`config.mk`:
```
export PLATFORM = sky130hd
export DESIGN_NAME = speed_pi_controller_with_ramps_unit_flat
export DESIGN_NICKNAME = d
export VERILOG_FILES = /design/src/hw/rtl/spr_pkg.sv /design/src/hw/rtl/spr_in_if.sv /design/src/hw/rtl/spr_out_if.sv /design/src/hw/rtl/spr_mul.sv /design/src/hw/rtl/spr_div.sv /design/src/hw/rtl/speed_pi_controller_with_ramps_unit.sv /design/src/flat_wrapper.sv
export SDC_FILE = /design/constraint.sdc
export NUM_CORES = 2
export LEC_CHECK = 0
export ABC_AREA = 1
export BUFFER_PORTS_ARGS = -buffer_cell sky130_fd_sc_hd__buf_4
export CORE_ASPECT_RATIO = 0.5
export CORE_MARGIN = 1.5
export CORE_UTILIZATION = 45
export CTS_BUF_LIST = sky130_fd_sc_hd__clkbuf_4 sky130_fd_sc_hd__clkbuf_8
export DETAILED_ROUTE_END_ITERATION = 8
export PLACE_DENSITY_LB_ADDON = 0.15
export SLEW_MARGIN = 25
export SYNTH_ARGS = -nofsm -noshare
export SYNTH_HDL_FRONTEND = slang
export SYNTH_SLANG_ARGS = --single-unit
export TNS_END_PERCENT = 100
```
`constraint.sdc`:
```
create_clock -name clk_i -period 5.8 [get_ports clk_i]
set_input_delay 1.16 -clock clk_i [delete_from_list [all_inputs] [get_ports clk_i]]
set_output_delay 1.16 -clock clk_i [all_outputs]
set_load 0.005 [all_outputs]
```
`src/hw/rtl/spr_pkg.sv`:
```
package spr_pkg;

  localparam int unsigned MUL_BITS = 16;
  localparam int unsigned MUL_A_W  = 32;
  localparam int unsigned PROD_W   = 48;
  localparam int unsigned DIV_W    = 18;
  localparam int unsigned DVS_W    = 8;

  localparam logic [2:0] REG_PROP_GAIN   = 3'd0;
  localparam logic [2:0] REG_INTEG_GAIN  = 3'd1;
  localparam logic [2:0] REG_FF_GAIN     = 3'd2;
  localparam logic [2:0] REG_SPEED_STEP  = 3'd3;
  localparam logic [2:0] REG_PSTEP_UP    = 3'd4;
  localparam logic [2:0] REG_PSTEP_DOWN  = 3'd5;
  localparam logic [2:0] REG_POWER_LIMIT = 3'd6;
  localparam logic [2:0] REG_STEER_OFS   = 3'd7;

  localparam logic signed [31:0] ESUM_CLAMP     = 32'sd655360000;
  localparam logic signed [17:0] SERVO_CENTER   = 18'sd23040;
  localparam logic [15:0]        SERVO_MUL      = 16'd3795;
  localparam logic signed [31:0] SERVO_BASE_NUM = 32'sd43776000;
  localparam logic [15:0]        DUTY_MUL       = 16'd1023;
  localparam logic [7:0]         DUTY_DVS       = 8'd255;
  localparam logic [7:0]         SERVO_DVS      = 8'd125;
  localparam logic [9:0]         PWM_MAX        = 10'd1023;

  typedef struct packed {
    logic                 start;
    logic [MUL_A_W-1:0]   a;
    logic [MUL_BITS-1:0]  b;
  } mul_req_t;

  typedef struct packed {
    logic               start;
    logic [DIV_W-1:0]   dvd;
    logic [DVS_W-1:0]   dvs;
  } div_req_t;

  typedef enum logic [10:0] {
    S_IDLE   = 11'b00000000001,
    S_RAMP   = 11'b00000000010,
    S_MUL_FF = 11'b00000000100,
    S_MUL_P  = 11'b00000001000,
    S_MUL_I  = 11'b00000010000,
    S_PID    = 11'b00000100000,
    S_MUL_D  = 11'b00001000000,
    S_DIV_D  = 11'b00010000000,
    S_MUL_S  = 11'b00100000000,
    S_DIV_S  = 11'b01000000000,
    S_OUT    = 11'b10000000000
  } state_e;

endpackage

```
`src/hw/rtl/spr_in_if.sv`:
```
interface spr_in_if;
  logic               valid;
  logic               ready;
  logic signed [23:0] target_speed;
  logic signed [23:0] measured_speed;
  logic signed [15:0] steer_request;

  modport source(output valid, output target_speed, output measured_speed,
                 output steer_request, input ready);
  modport sink(input valid, input target_speed, input measured_speed,
               input steer_request, output ready);
endinterface

```
`src/hw/rtl/spr_out_if.sv`:
```
interface spr_out_if;
  logic               valid;
  logic               ready;
  logic [9:0]         motor_duty;
  logic               reverse_dir;
  logic [9:0]         servo_ticks;
  logic signed [23:0] power_applied;

  modport source(output valid, output motor_duty, output reverse_dir,
                 output servo_ticks, output power_applied, input ready);
  modport sink(input valid, input motor_duty, input reverse_dir,
               input servo_ticks, input power_applied, output ready);
endinterface

```
`src/hw/rtl/spr_mul.sv`:
```
module spr_mul (
  input  logic                      clk_i,
  input  logic                      rst_ni,
  input  spr_pkg::mul_req_t         req_i,
  output logic                      done_o,
  output logic signed [spr_pkg::PROD_W-1:0] prod_o
);

  localparam int unsigned CNT_W = $clog2(spr_pkg::MUL_BITS + 1);

  logic [spr_pkg::PROD_W-1:0]   a_q;
  logic [spr_pkg::MUL_BITS-1:0] b_q;
  logic [spr_pkg::PROD_W-1:0]   acc_q;
  logic [CNT_W-1:0]             cnt_q;
  logic                         busy_q, done_q;

  always_ff @(posedge clk_i or negedge rst_ni) begin
    if (!rst_ni) begin
      busy_q <= 1'b0;
      done_q <= 1'b0;
      cnt_q  <= '0;
    end else begin
      done_q <= 1'b0;
      if (req_i.start) begin
        busy_q <= 1'b1;
        cnt_q  <= CNT_W'(spr_pkg::MUL_BITS);
      end else if (busy_q) begin
        cnt_q <= cnt_q - 1'b1;
        if (cnt_q == CNT_W'(1)) begin
          busy_q <= 1'b0;
          done_q <= 1'b1;
        end
      end
    end
  end

  // one multiplier bit per cycle, lsb first
  always_ff @(posedge clk_i) begin
    if (req_i.start) begin
      a_q   <= {{(spr_pkg::PROD_W - spr_pkg::MUL_A_W){req_i.a[spr_pkg::MUL_A_W-1]}},
                req_i.a};
      b_q   <= req_i.b;
      acc_q <= '0;
    end else if (busy_q) begin
      acc_q <= acc_q + (b_q[0] ? a_q : '0);
      a_q   <= {a_q[spr_pkg::PROD_W-2:0], 1'b0};
      b_q   <= {1'b0, b_q[spr_pkg::MUL_BITS-1:1]};
    end
  end

  assign done_o = done_q;
  assign prod_o = acc_q;

  a_start_idle: assert property (@(posedge clk_i) disable iff (!rst_ni)
    req_i.start |-> !busy_q) else $error("multiplier restarted while busy");
  a_done_end: assert property (@(posedge clk_i) disable iff (!rst_ni)
    done_q |-> !busy_q) else $error("done while busy");
  a_cnt: assert property (@(posedge clk_i) disable iff (!rst_ni)
    busy_q |-> cnt_q != '0) else $error("busy with empty count");

endmodule

```
`src/hw/rtl/spr_div.sv`:
```
module spr_div (
  input  logic                         clk_i,
  input  logic                         rst_ni,
  input  spr_pkg::div_req_t            req_i,
  output logic                         done_o,
  output logic [spr_pkg::DIV_W-1:0]    quot_o
);

  localparam int unsigned CNT_W = $clog2(spr_pkg::DIV_W + 1);

  logic [spr_pkg::DIV_W-1:0] dq_q;
  logic [spr_pkg::DVS_W-1:0] rem_q, dvs_q;
  logic [CNT_W-1:0]          cnt_q;
  logic                      busy_q, done_q;
  logic [spr_pkg::DVS_W:0]   trial;
  logic                      qbit;

  assign trial = {rem_q, dq_q[spr_pkg::DIV_W-1]};
  assign qbit  = (trial >= {1'b0, dvs_q});

  always_ff @(posedge clk_i or negedge rst_ni) begin
    if (!rst_ni) begin
      busy_q <= 1'b0;
      done_q <= 1'b0;
      cnt_q  <= '0;
    end else begin
      done_q <= 1'b0;
      if (req_i.start) begin
        busy_q <= 1'b1;
        cnt_q  <= CNT_W'(spr_pkg::DIV_W);
      end else if (busy_q) begin
        cnt_q <= cnt_q - 1'b1;
        if (cnt_q == CNT_W'(1)) begin
          busy_q <= 1'b0;
          done_q <= 1'b1;
        end
      end
    end
  end

  // restoring division, one quotient bit per cycle
  always_ff @(posedge clk_i) begin
    if (req_i.start) begin
      dq_q  <= req_i.dvd;
      dvs_q <= req_i.dvs;
      rem_q <= '0;
    end else if (busy_q) begin
      rem_q <= qbit ? spr_pkg::DVS_W'(trial - {1'b0, dvs_q})
                    : trial[spr_pkg::DVS_W-1:0];
      dq_q  <= {dq_q[spr_pkg::DIV_W-2:0], qbit};
    end
  end

  assign done_o = done_q;
  assign quot_o = dq_q;

  a_start_idle: assert property (@(posedge clk_i) disable iff (!rst_ni)
    req_i.start |-> !busy_q) else $error("divider restarted while busy");
  a_rem: assert property (@(posedge clk_i) disable iff (!rst_ni)
    (busy_q && !req_i.start) |-> rem_q < dvs_q) else $error("remainder too large");
  a_done_end: assert property (@(posedge clk_i) disable iff (!rst_ni)
    done_q |-> !busy_q) else $error("done while busy");

endmodule

```
`src/hw/rtl/speed_pi_controller_with_ramps_unit.sv`:
```
// channel  | dir | modport | payload
// in_i     | in  | sink    | target_speed, measured_speed, steer_request
// out_o    | out | source  | motor_duty, reverse_dir, servo_ticks, power_applied
// cfg      | in  | write   | cfg_we_i, cfg_idx_i, cfg_wdata_i
//
// each transaction runs the ramp state, three bit-serial multiplies (feed-forward,
// proportional, integral), the pid state, a bit-serial multiply and divide for the
// duty, another pair for the servo, then the output state and back to idle
// one transaction in flight; in_i.ready is high only in the idle state
// the result register lets the next transaction start while out_o stalls
// reset clears ramp, integral and applied power and loads the default gains, steps, power limit and steer offset
module speed_pi_controller_with_ramps_unit (
  input  logic        clk_i,
  input  logic        rst_ni,
  spr_in_if.sink      in_i,
  spr_out_if.source   out_o,
  input  logic        cfg_we_i,
  input  logic [2:0]  cfg_idx_i,
  input  logic [22:0] cfg_wdata_i
);

  spr_pkg::state_e state_q;

  logic [15:0]        prop_gain_q, integ_gain_q, ff_gain_q, speed_step_q;
  logic [15:0]        pstep_up_q, pstep_dn_q;
  logic [22:0]        power_limit_q;
  logic signed [13:0] steer_ofs_q;

  logic signed [23:0] tgt_q, meas_q, rt_q, lp_q;
  logic signed [15:0] steer_q;
  logic signed [31:0] es_q;
  logic signed [24:0] err_q;
  logic signed [16:0] ang_q;
  logic signed [35:0] pid_q;
  logic [17:0]        div_arg_q;
  logic               servo_neg_q;
  logic [9:0]         duty_q;
  logic               mul_go_q, div_go_q;

  logic               out_valid_q;
  logic [9:0]         out_duty_q, out_ticks_q;
  logic               out_rev_q;
  logic signed [23:0] out_pow_q;

  spr_pkg::mul_req_t  mul_req;
  spr_pkg::div_req_t  div_req;
  logic               mul_done, div_done;
  logic signed [47:0] mul_prod;
  logic [17:0]        div_quot;

  logic               in_acc;
  logic               out_load;
  logic signed [24:0] rt_up, tgt25, rt25;
  logic signed [25:0] rt_dn, tgt26;
  logic signed [23:0] rt_new;
  logic signed [35:0] lim36, pid_cl;
  logic signed [24:0] lp25, lp_up, lp_dn, pid25;
  logic signed [23:0] newp;
  logic signed [32:0] es_sum;
  logic signed [31:0] es_new;
  logic [23:0]        mag;
  logic signed [17:0] servo_d;
  logic signed [31:0] servo_num;
  logic [9:0]         quot_sat;

  assign in_acc     = in_i.valid && in_i.ready;
  assign in_i.ready = (state_q == spr_pkg::S_IDLE);
  assign out_load   = (state_q == spr_pkg::S_OUT) && (!out_valid_q || out_o.ready);

  spr_mul u_mul (.clk_i, .rst_ni, .req_i(mul_req), .done_o(mul_done), .prod_o(mul_prod));
  spr_div u_div (.clk_i, .rst_ni, .req_i(div_req), .done_o(div_done), .quot_o(div_quot));

  always_comb begin
    tgt25 = {tgt_q[23], tgt_q};
    rt25  = {rt_q[23], rt_q};
    tgt26 = {tgt25[24], tgt25};
    rt_up = rt25 + $signed({9'b0, speed_step_q});
    rt_dn = {rt25[24], rt25} - $signed({9'b0, speed_step_q, 1'b0});
    if (tgt_q > rt_q) begin
      rt_new = (tgt25 < rt_up) ? tgt_q : rt_up[23:0];
    end else if (tgt_q < rt_q) begin
      rt_new = (tgt26 > rt_dn) ? tgt_q : rt_dn[23:0];
    end else begin
      rt_new = rt_q;
    end

    lim36  = $signed({13'b0, power_limit_q});
    if (pid_q > lim36) begin
      pid_cl = lim36;
    end else if (pid_q < -lim36) begin
      pid_cl = -lim36;
    end else begin
      pid_cl = pid_q;
    end
    pid25 = pid_cl[24:0];
    lp25  = {lp_q[23], lp_q};
    lp_up = lp25 + $signed({9'b0, pstep_up_q});
    lp_dn = lp25 - $signed({9'b0, pstep_dn_q});
    if (pid25 > lp25) begin
      newp = (pid25 < lp_up) ? pid25[23:0] : lp_up[23:0];
    end else if (pid25 < lp25) begin
      newp = (pid25 > lp_dn) ? pid25[23:0] : lp_dn[23:0];
    end else begin
      newp = lp_q;
    end

    es_sum = {es_q[31], es_q} + {{8{err_q[24]}}, err_q};
    if (rt_q == '0) begin
      es_new = '0;
    end else if (es_sum > $signed({spr_pkg::ESUM_CLAMP[31], spr_pkg::ESUM_CLAMP})) begin
      es_new = spr_pkg::ESUM_CLAMP;
    end else if (es_sum < -$signed({spr_pkg::ESUM_CLAMP[31], spr_pkg::ESUM_CLAMP})) begin
      es_new = -spr_pkg::ESUM_CLAMP;
    end else begin
      es_new = es_sum[31:0];
    end

    mag       = lp_q[23] ? (~lp_q + 24'd1) : lp_q;
    servo_d   = spr_pkg::SERVO_CENTER - {ang_q[16], ang_q};
    servo_num = mul_prod[31:0] + spr_pkg::SERVO_BASE_NUM;
    quot_sat  = (div_quot > {8'b0, spr_pkg::PWM_MAX}) ? spr_pkg::PWM_MAX : div_quot[9:0];
  end

  always_comb begin
    mul_req.start = mul_go_q;
    mul_req.a     = '0;
    mul_req.b     = '0;
    case (state_q)
      spr_pkg::S_MUL_FF: begin
        mul_req.a = {{8{rt_q[23]}}, rt_q};
        mul_req.b = ff_gain_q;
      end
      spr_pkg::S_MUL_P: begin
        mul_req.a = {{7{err_q[24]}}, err_q};
        mul_req.b = prop_gain_q;
      end
      spr_pkg::S_MUL_I: begin
        mul_req.a = es_q;
        mul_req.b = integ_gain_q;
      end
      spr_pkg::S_MUL_D: begin
        mul_req.a = {8'b0, mag};
        mul_req.b = spr_pkg::DUTY_MUL;
      end
      spr_pkg::S_MUL_S: begin
        mul_req.a = {{14{servo_d[17]}}, servo_d};
        mul_req.b = spr_pkg::SERVO_MUL;
      end
      default: begin
        mul_req.a = '0;
        mul_req.b = '0;
      end
    endcase
    div_req.start = div_go_q;
    div_req.dvd   = div_arg_q;
    div_req.dvs   = (state_q == spr_pkg::S_DIV_S) ? spr_pkg::SERVO_DVS : spr_pkg::DUTY_DVS;
  end

  always_ff @(posedge clk_i or negedge rst_ni) begin
    if (!rst_ni) begin
      prop_gain_q   <= 16'd1024;
      integ_gain_q  <= 16'd655;
      ff_gain_q     <= 16'd2560;
      speed_step_q  <= 16'd328;
      pstep_up_q    <= 16'd6554;
      pstep_dn_q    <= 16'd5243;
      power_limit_q <= 23'd6553600;
      steer_ofs_q   <= -14'sd512;
    end else if (cfg_we_i) begin
      case (cfg_idx_i)
        spr_pkg::REG_PROP_GAIN:   prop_gain_q   <= cfg_wdata_i[15:0];
        spr_pkg::REG_INTEG_GAIN:  integ_gain_q  <= cfg_wdata_i[15:0];
        spr_pkg::REG_FF_GAIN:     ff_gain_q     <= cfg_wdata_i[15:0];
        spr_pkg::REG_SPEED_STEP:  speed_step_q  <= cfg_wdata_i[15:0];
        spr_pkg::REG_PSTEP_UP:    pstep_up_q    <= cfg_wdata_i[15:0];
        spr_pkg::REG_PSTEP_DOWN:  pstep_dn_q    <= cfg_wdata_i[15:0];
        spr_pkg::REG_POWER_LIMIT: power_limit_q <= cfg_wdata_i;
        spr_pkg::REG_STEER_OFS:   steer_ofs_q   <= cfg_wdata_i[13:0];
        default: ;
      endcase
    end
  end

  always_ff @(posedge clk_i or negedge rst_ni) begin
    if (!rst_ni) begin
      state_q     <= spr_pkg::S_IDLE;
      rt_q        <= '0;
      es_q        <= '0;
      lp_q        <= '0;
      mul_go_q    <= 1'b0;
      div_go_q    <= 1'b0;
      out_valid_q <= 1'b0;
    end else begin
      mul_go_q <= 1'b0;
      div_go_q <= 1'b0;
      if (out_load) begin
        out_valid_q <= 1'b1;
      end else if (out_o.ready) begin
        out_valid_q <= 1'b0;
      end
      case (state_q)
        spr_pkg::S_IDLE: begin
          if (in_acc) begin
            state_q <= spr_pkg::S_RAMP;
          end
        end
        spr_pkg::S_RAMP: begin
          rt_q     <= rt_new;
          state_q  <= spr_pkg::S_MUL_FF;
          mul_go_q <= 1'b1;
        end
        spr_pkg::S_MUL_FF: begin
          if (mul_done) begin
            state_q  <= spr_pkg::S_MUL_P;
            mul_go_q <= 1'b1;
          end
        end
        spr_pkg::S_MUL_P: begin
          if (mul_done) begin
            state_q  <= spr_pkg::S_MUL_I;
            mul_go_q <= 1'b1;
          end
        end
        spr_pkg::S_MUL_I: begin
          if (mul_done) begin
            state_q <= spr_pkg::S_PID;
          end
        end
        spr_pkg::S_PID: begin
          lp_q     <= newp;
          es_q     <= es_new;
          state_q  <= spr_pkg::S_MUL_D;
          mul_go_q <= 1'b1;
        end
        spr_pkg::S_MUL_D: begin
          if (mul_done) begin
            state_q  <= spr_pkg::S_DIV_D;
            div_go_q <= 1'b1;
          end
        end
        spr_pkg::S_DIV_D: begin
          if (div_done) begin
            state_q  <= spr_pkg::S_MUL_S;
            mul_go_q <= 1'b1;
          end
        end
        spr_pkg::S_MUL_S: begin
          if (mul_done) begin
            state_q  <= spr_pkg::S_DIV_S;
            div_go_q <= 1'b1;
          end
        end
        spr_pkg::S_DIV_S: begin
          if (div_done) begin
            state_q <= spr_pkg::S_OUT;
          end
        end
        spr_pkg::S_OUT: begin
          if (out_load) begin
            state_q <= spr_pkg::S_IDLE;
          end
        end
        default: state_q <= spr_pkg::S_IDLE;
      endcase
    end
  end

  always_ff @(posedge clk_i) begin
    if (in_acc) begin
      tgt_q   <= in_i.target_speed;
      meas_q  <= in_i.measured_speed;
      steer_q <= in_i.steer_request;
    end
    if (state_q == spr_pkg::S_RAMP) begin
      ang_q <= {steer_q[15], steer_q} + {{3{steer_ofs_q[13]}}, steer_ofs_q};
    end
    if (state_q == spr_pkg::S_MUL_FF) begin
      err_q <= {rt_q[23], rt_q} - {meas_q[23], meas_q};
    end
    if (mul_done) begin
      case (state_q)
        spr_pkg::S_MUL_FF: pid_q <= 36'(mul_prod >>> 8);
        spr_pkg::S_MUL_P:  pid_q <= pid_q + 36'(mul_prod >>> 8);
        spr_pkg::S_MUL_I:  pid_q <= pid_q + 36'(mul_prod >>> 16);
        spr_pkg::S_MUL_D:  div_arg_q <= mul_prod[33:16];
        spr_pkg::S_MUL_S: begin
          div_arg_q   <= servo_num[28:11];
          servo_neg_q <= servo_num[31];
        end
        default: ;
      endcase
    end
    if (div_done && state_q == spr_pkg::S_DIV_D) begin
      duty_q <= quot_sat;
    end
    // quotient stays in the divider until its next start
    if (out_load) begin
      out_ticks_q <= servo_neg_q ? 10'd0 : quot_sat;
      out_duty_q  <= duty_q;
      out_pow_q   <= lp_q;
      out_rev_q   <= (lp_q <= -24'sd65536);
    end
  end

  assign out_o.valid         = out_valid_q;
  assign out_o.motor_duty    = out_duty_q;
  assign out_o.reverse_dir   = out_rev_q;
  assign out_o.servo_ticks   = out_ticks_q;
  assign out_o.power_applied = out_pow_q;

  a_accept_ramp: assert property (@(posedge clk_i) disable iff (!rst_ni)
    in_acc |=> state_q == spr_pkg::S_RAMP) else $error("accept did not start ramp");
  a_esum_clamp: assert property (@(posedge clk_i) disable iff (!rst_ni)
    (es_q <= spr_pkg::ESUM_CLAMP) && (es_q >= -spr_pkg::ESUM_CLAMP))
    else $error("integral out of clamp");
  a_mul_state: assert property (@(posedge clk_i) disable iff (!rst_ni)
    mul_done |-> (state_q == spr_pkg::S_MUL_FF || state_q == spr_pkg::S_MUL_P ||
                  state_q == spr_pkg::S_MUL_I || state_q == spr_pkg::S_MUL_D ||
                  state_q == spr_pkg::S_MUL_S))
    else $error("multiply finished outside a multiply step");
  a_div_state: assert property (@(posedge clk_i) disable iff (!rst_ni)
    div_done |-> (state_q == spr_pkg::S_DIV_D || state_q == spr_pkg::S_DIV_S))
    else $error("divide finished outside a divide step");

endmodule
```
`src/flat_wrapper.sv`:
```
// flat-port wrapper written by rule: the top's interface ports become plain ports
module speed_pi_controller_with_ramps_unit_flat 
  (clk_i, rst_ni, cfg_we_i, cfg_idx_i, cfg_wdata_i, in_i_valid, in_i_target_speed, in_i_measured_speed, in_i_steer_request, in_i_ready, out_o_valid, out_o_motor_duty, out_o_reverse_dir, out_o_servo_ticks, out_o_power_applied, out_o_ready);
  spr_in_if in_i_i ();
  spr_out_if out_o_i ();
  input  logic clk_i;
  input  logic rst_ni;
  input  logic cfg_we_i;
  input  logic [2:0] cfg_idx_i;
  input  logic [22:0] cfg_wdata_i;
  input wire logic [$bits(in_i_i.valid)-1:0] in_i_valid;
  input wire logic [$bits(in_i_i.target_speed)-1:0] in_i_target_speed;
  input wire logic [$bits(in_i_i.measured_speed)-1:0] in_i_measured_speed;
  input wire logic [$bits(in_i_i.steer_request)-1:0] in_i_steer_request;
  output wire logic [$bits(in_i_i.ready)-1:0] in_i_ready;
  output wire logic [$bits(out_o_i.valid)-1:0] out_o_valid;
  output wire logic [$bits(out_o_i.motor_duty)-1:0] out_o_motor_duty;
  output wire logic [$bits(out_o_i.reverse_dir)-1:0] out_o_reverse_dir;
  output wire logic [$bits(out_o_i.servo_ticks)-1:0] out_o_servo_ticks;
  output wire logic [$bits(out_o_i.power_applied)-1:0] out_o_power_applied;
  input wire logic [$bits(out_o_i.ready)-1:0] out_o_ready;
  assign in_i_i.valid = in_i_valid;
  assign in_i_i.target_speed = in_i_target_speed;
  assign in_i_i.measured_speed = in_i_measured_speed;
  assign in_i_i.steer_request = in_i_steer_request;
  assign in_i_ready = in_i_i.ready;
  assign out_o_valid = out_o_i.valid;
  assign out_o_motor_duty = out_o_i.motor_duty;
  assign out_o_reverse_dir = out_o_i.reverse_dir;
  assign out_o_servo_ticks = out_o_i.servo_ticks;
  assign out_o_power_applied = out_o_i.power_applied;
  assign out_o_i.ready = out_o_ready;
  speed_pi_controller_with_ramps_unit u_core (.clk_i(clk_i), .rst_ni(rst_ni), .in_i(in_i_i), .out_o(out_o_i), .cfg_we_i(cfg_we_i), .cfg_idx_i(cfg_idx_i), .cfg_wdata_i(cfg_wdata_i));
endmodule
```
==> qor.yml <==
timing:
  hold_viol_final: 0
  rsz0062_at_grt: "true"
  slew_violations: 0
  setup_ws_ns: -0.02869
  slew_headroom_pct: 31.19
  post-route-period-util_pct: 100.5
  fin_skew_ns: 0.06582
  worst_pin_slew_ns: 1.030
  setup_violations: 12
  period_needed_ns: 5.829
  hold_ws_ns: 0.3513
  max_freq_mhz: 171.6
global_routing:
  grt_pass1_vias: 37950
  grt-ovfl-total: 0
  grt_max_degree: 112
  grt_pass1_wl_um: 225300
  grt_use_total_pct: 29.70
  antenna_found_initial: 5
place:
  post-place-ws_ns: -0.2364
  port-buffer-count: 141
  gp_congestion: 0.9578
  dp_hpwl_um: 114900
  dp.cells: 6883
  place_area_um2: 47120
floorplanning:
  ioPinCount: 142
  die_h_um: 222.4
  placementRows: 80
  core_area_um2: 95390
  die_w_um: 441.8
  die_area_um2: 98270
  initial_utilization_pct: 45.42
setup_path:
  cp.arrival_ns: 6.55
  startpoint_type: "register"
  r2r_slack_ns: -0.03
  startpoint: "u_core.power_limit_q[2]$_DFFE_PN0P_"
  cp_slowest_stage_delay_ns: 0.40
  r2r-start: "u_core.power_limit_q[2]$_DFFE_PN0P_"
  required_ns: 6.52
  cp_slowest_cell: "dfrtp_1"
  r2r_end: "u_core.lp_q[3]$_DFFE_PN0P_"
  reg2reg_depth: 42
  crit_fanout: 6
  cpLargestDelayFamily: "simple AND/OR/NAND/NOR gates"
  worstSetupPathType: "register to register"
  cp.buffers_inverters: 6
  worstSetupEndpointType: "register"
  crit_top_cell: "nand2_1"
hold_path:
  hp-class: "primary input to async pin"
yosys:
  synth_nets: 5948
  ys.flop_type: "edfxtp_1"
  synthArstFlopShare_pct: 40.44
  yosysSeqAreaShare_pct: 37.33
  synth_edf_count: 299
  avgSynthCellArea_um2: 8.006
  synth_area_leaders: "edfxtp_1, ha_1, dfrtp_1"
  syn-cell-area_um2: 43330
  yosysTopAreaCell: "edfxtp_1"
  netlist-cell-type-count: 75
  netlist_instances: 5412
  yosysTopAreaCellShare_pct: 20.72
  synth_seq_cells: 596
  yosysMostFrequentCell: "nand2_1"
  synth.yosys.warnings: 0
  synth_common_cells: "nand2_1, inv_1, a21oi_1"
detailed_routing:
  via_per_inst: 5.656
  drt-pass1-iter-count: 5
  vias: 40150
  wirelength_um: 150900
  dr.first_iter.drc_count: 3657
  drc_errors: 0
  drt-wirelength-per-cell_um: 21.26
  drtAntennaViolNets: 0
clock_tree:
  clk_pin_slew_ns: 0.07
  cts_hold_buffers: 0
  cts_tree: "yes"
  ctsHtreeMaxLevel: 3
  cts.sinks: 596
  cts.path.max_buffers: 3
  clk_latency_ns: 0.84
  clockRootBuffer: "clkbuf_8"
  numCtsBuffers: 92
finish:
  fin_cells: 7099
  regArea_um2: 16180
  num-fill-cells: 9100
  drive_above_1_share_pct: 15.40
  area_delta_synth_final_pct: 16.99
  fin_area_um2: 50690
  multiInputGateArea_um2: 25090
  final_nets: 6284
pwr:
  ir_drop_mv: 0.4864
  p_leak_uw: 0.02336
  p_per_area_nw_per_um2: 483.5
run_status:
  status: "complete, but fails checks"
  violations: "negative setup slack"
job:
  cap_violations: 0
[how the worst max path moves through the flow]
stage / cells after the start / to
detailed placement: 48 / u_core.lp_q[15]$_DFFE_PN0P_
CTS: 48 / u_core.lp_q[17]$_DFFE_PN0P_
floorplan: 47 / u_core.lp_q[10]$_DFFE_PN0P_
global route: 47 / u_core.lp_q[17]$_DFFE_PN0P_
global placement: 44 / u_core.lp_q[10]$_DFFE_PN0P_
finish: 42 / u_core.lp_q[3]$_DFFE_PN0P_
[per-stage QoR]
step	util, %	setup TNS (ns)	power, uW
floorplan	-	0	15620
global placement	49.40	-2.235	19710
detailed placement	49.40	-4.761	19910
CTS	51.82	-0.1359	24020
global route	53.13	-6.589	26400
finish	53.14	-0.1616	24510
[kinds of logic after synthesis]
family,after synthesis,synth area share (%)
simple gates,1997,19.84
compound gates,1326,17.77
buf+inv,813,7.303
flops,596,37.33
fa+ha+maj,441,12.91
xor+xnor,239,4.849
[registers in the layout (all words and copies together), names as in the netlist, 17 cells and up]
signal and cells:
u_core.u_div.quot_o 18, u_core.u_mul.a_q 48, u_core.ang_q 17, u_core.div_arg_q 18, u_core.err_q 25, u_core.es_q 32, u_core.u_mul.prod_o 48, u_core.pid_q 36
u_core.power_limit_q 23, u_core.tgt_q 24, u_core.lp_q 24, u_core.meas_q 24, u_core.out_o.power_applied 24, u_core.rt_q 24
[placed cells by master, fill, tap and decap left out, drive strengths merged, types with 205 or more instances in the layout]
cell type  instances
dfrtp            205
o21ai            472
nor2             418
inv              650
nand2           1135
nand3            230
buf              392
ha               431
edfxtp           299
a21oi            468
[where the power goes]
part	switching, uW	internal (uW)
clock	1940	1990
combinational	8750	5040
sequential	985	5800
total	11700	12800
[worst reg2reg max path, delay by kind of cell (launching register included)]
kind	cells	cell delay (ns)
compound gates	10	1.63
xor+xnor	1	0.17
flops	1	0.40
fa+ha+maj	2	0.56
simple gates	23	2.06
buf+inv	6	0.97
[timing repair]
action,CTS,global route
pin swaps,30,63
buffers inserted,9,18
endpoints found under the setup margin,24,48
gates cloned,3,13
resized for setup,54,178
[per-layer routing]
layer  part of all wire, %  up-vias  wire length, um  track usage (%)
met1                    46    19200            69600            42.27
li1                      -    19310                -                -
met3                   7.2      239            10920            4.956
met5                     0        -                0                0
met4                   2.5        0             3797            8.338
met2                    44     1409            66620            46.47
[area by class of cell]
class                   count  share of cell area (%)
flip-flops and latches    596                   31.91
inverters                 651                   4.845
diodes                      2                0.009874
well taps                1271                   3.137
multi-input cells        4008                   49.50
clock inverters            41                  0.6665
repair buffers            399                   6.699
clock buffers             131                   3.224
Note: power is estimated with default switching activity, not from simulation.
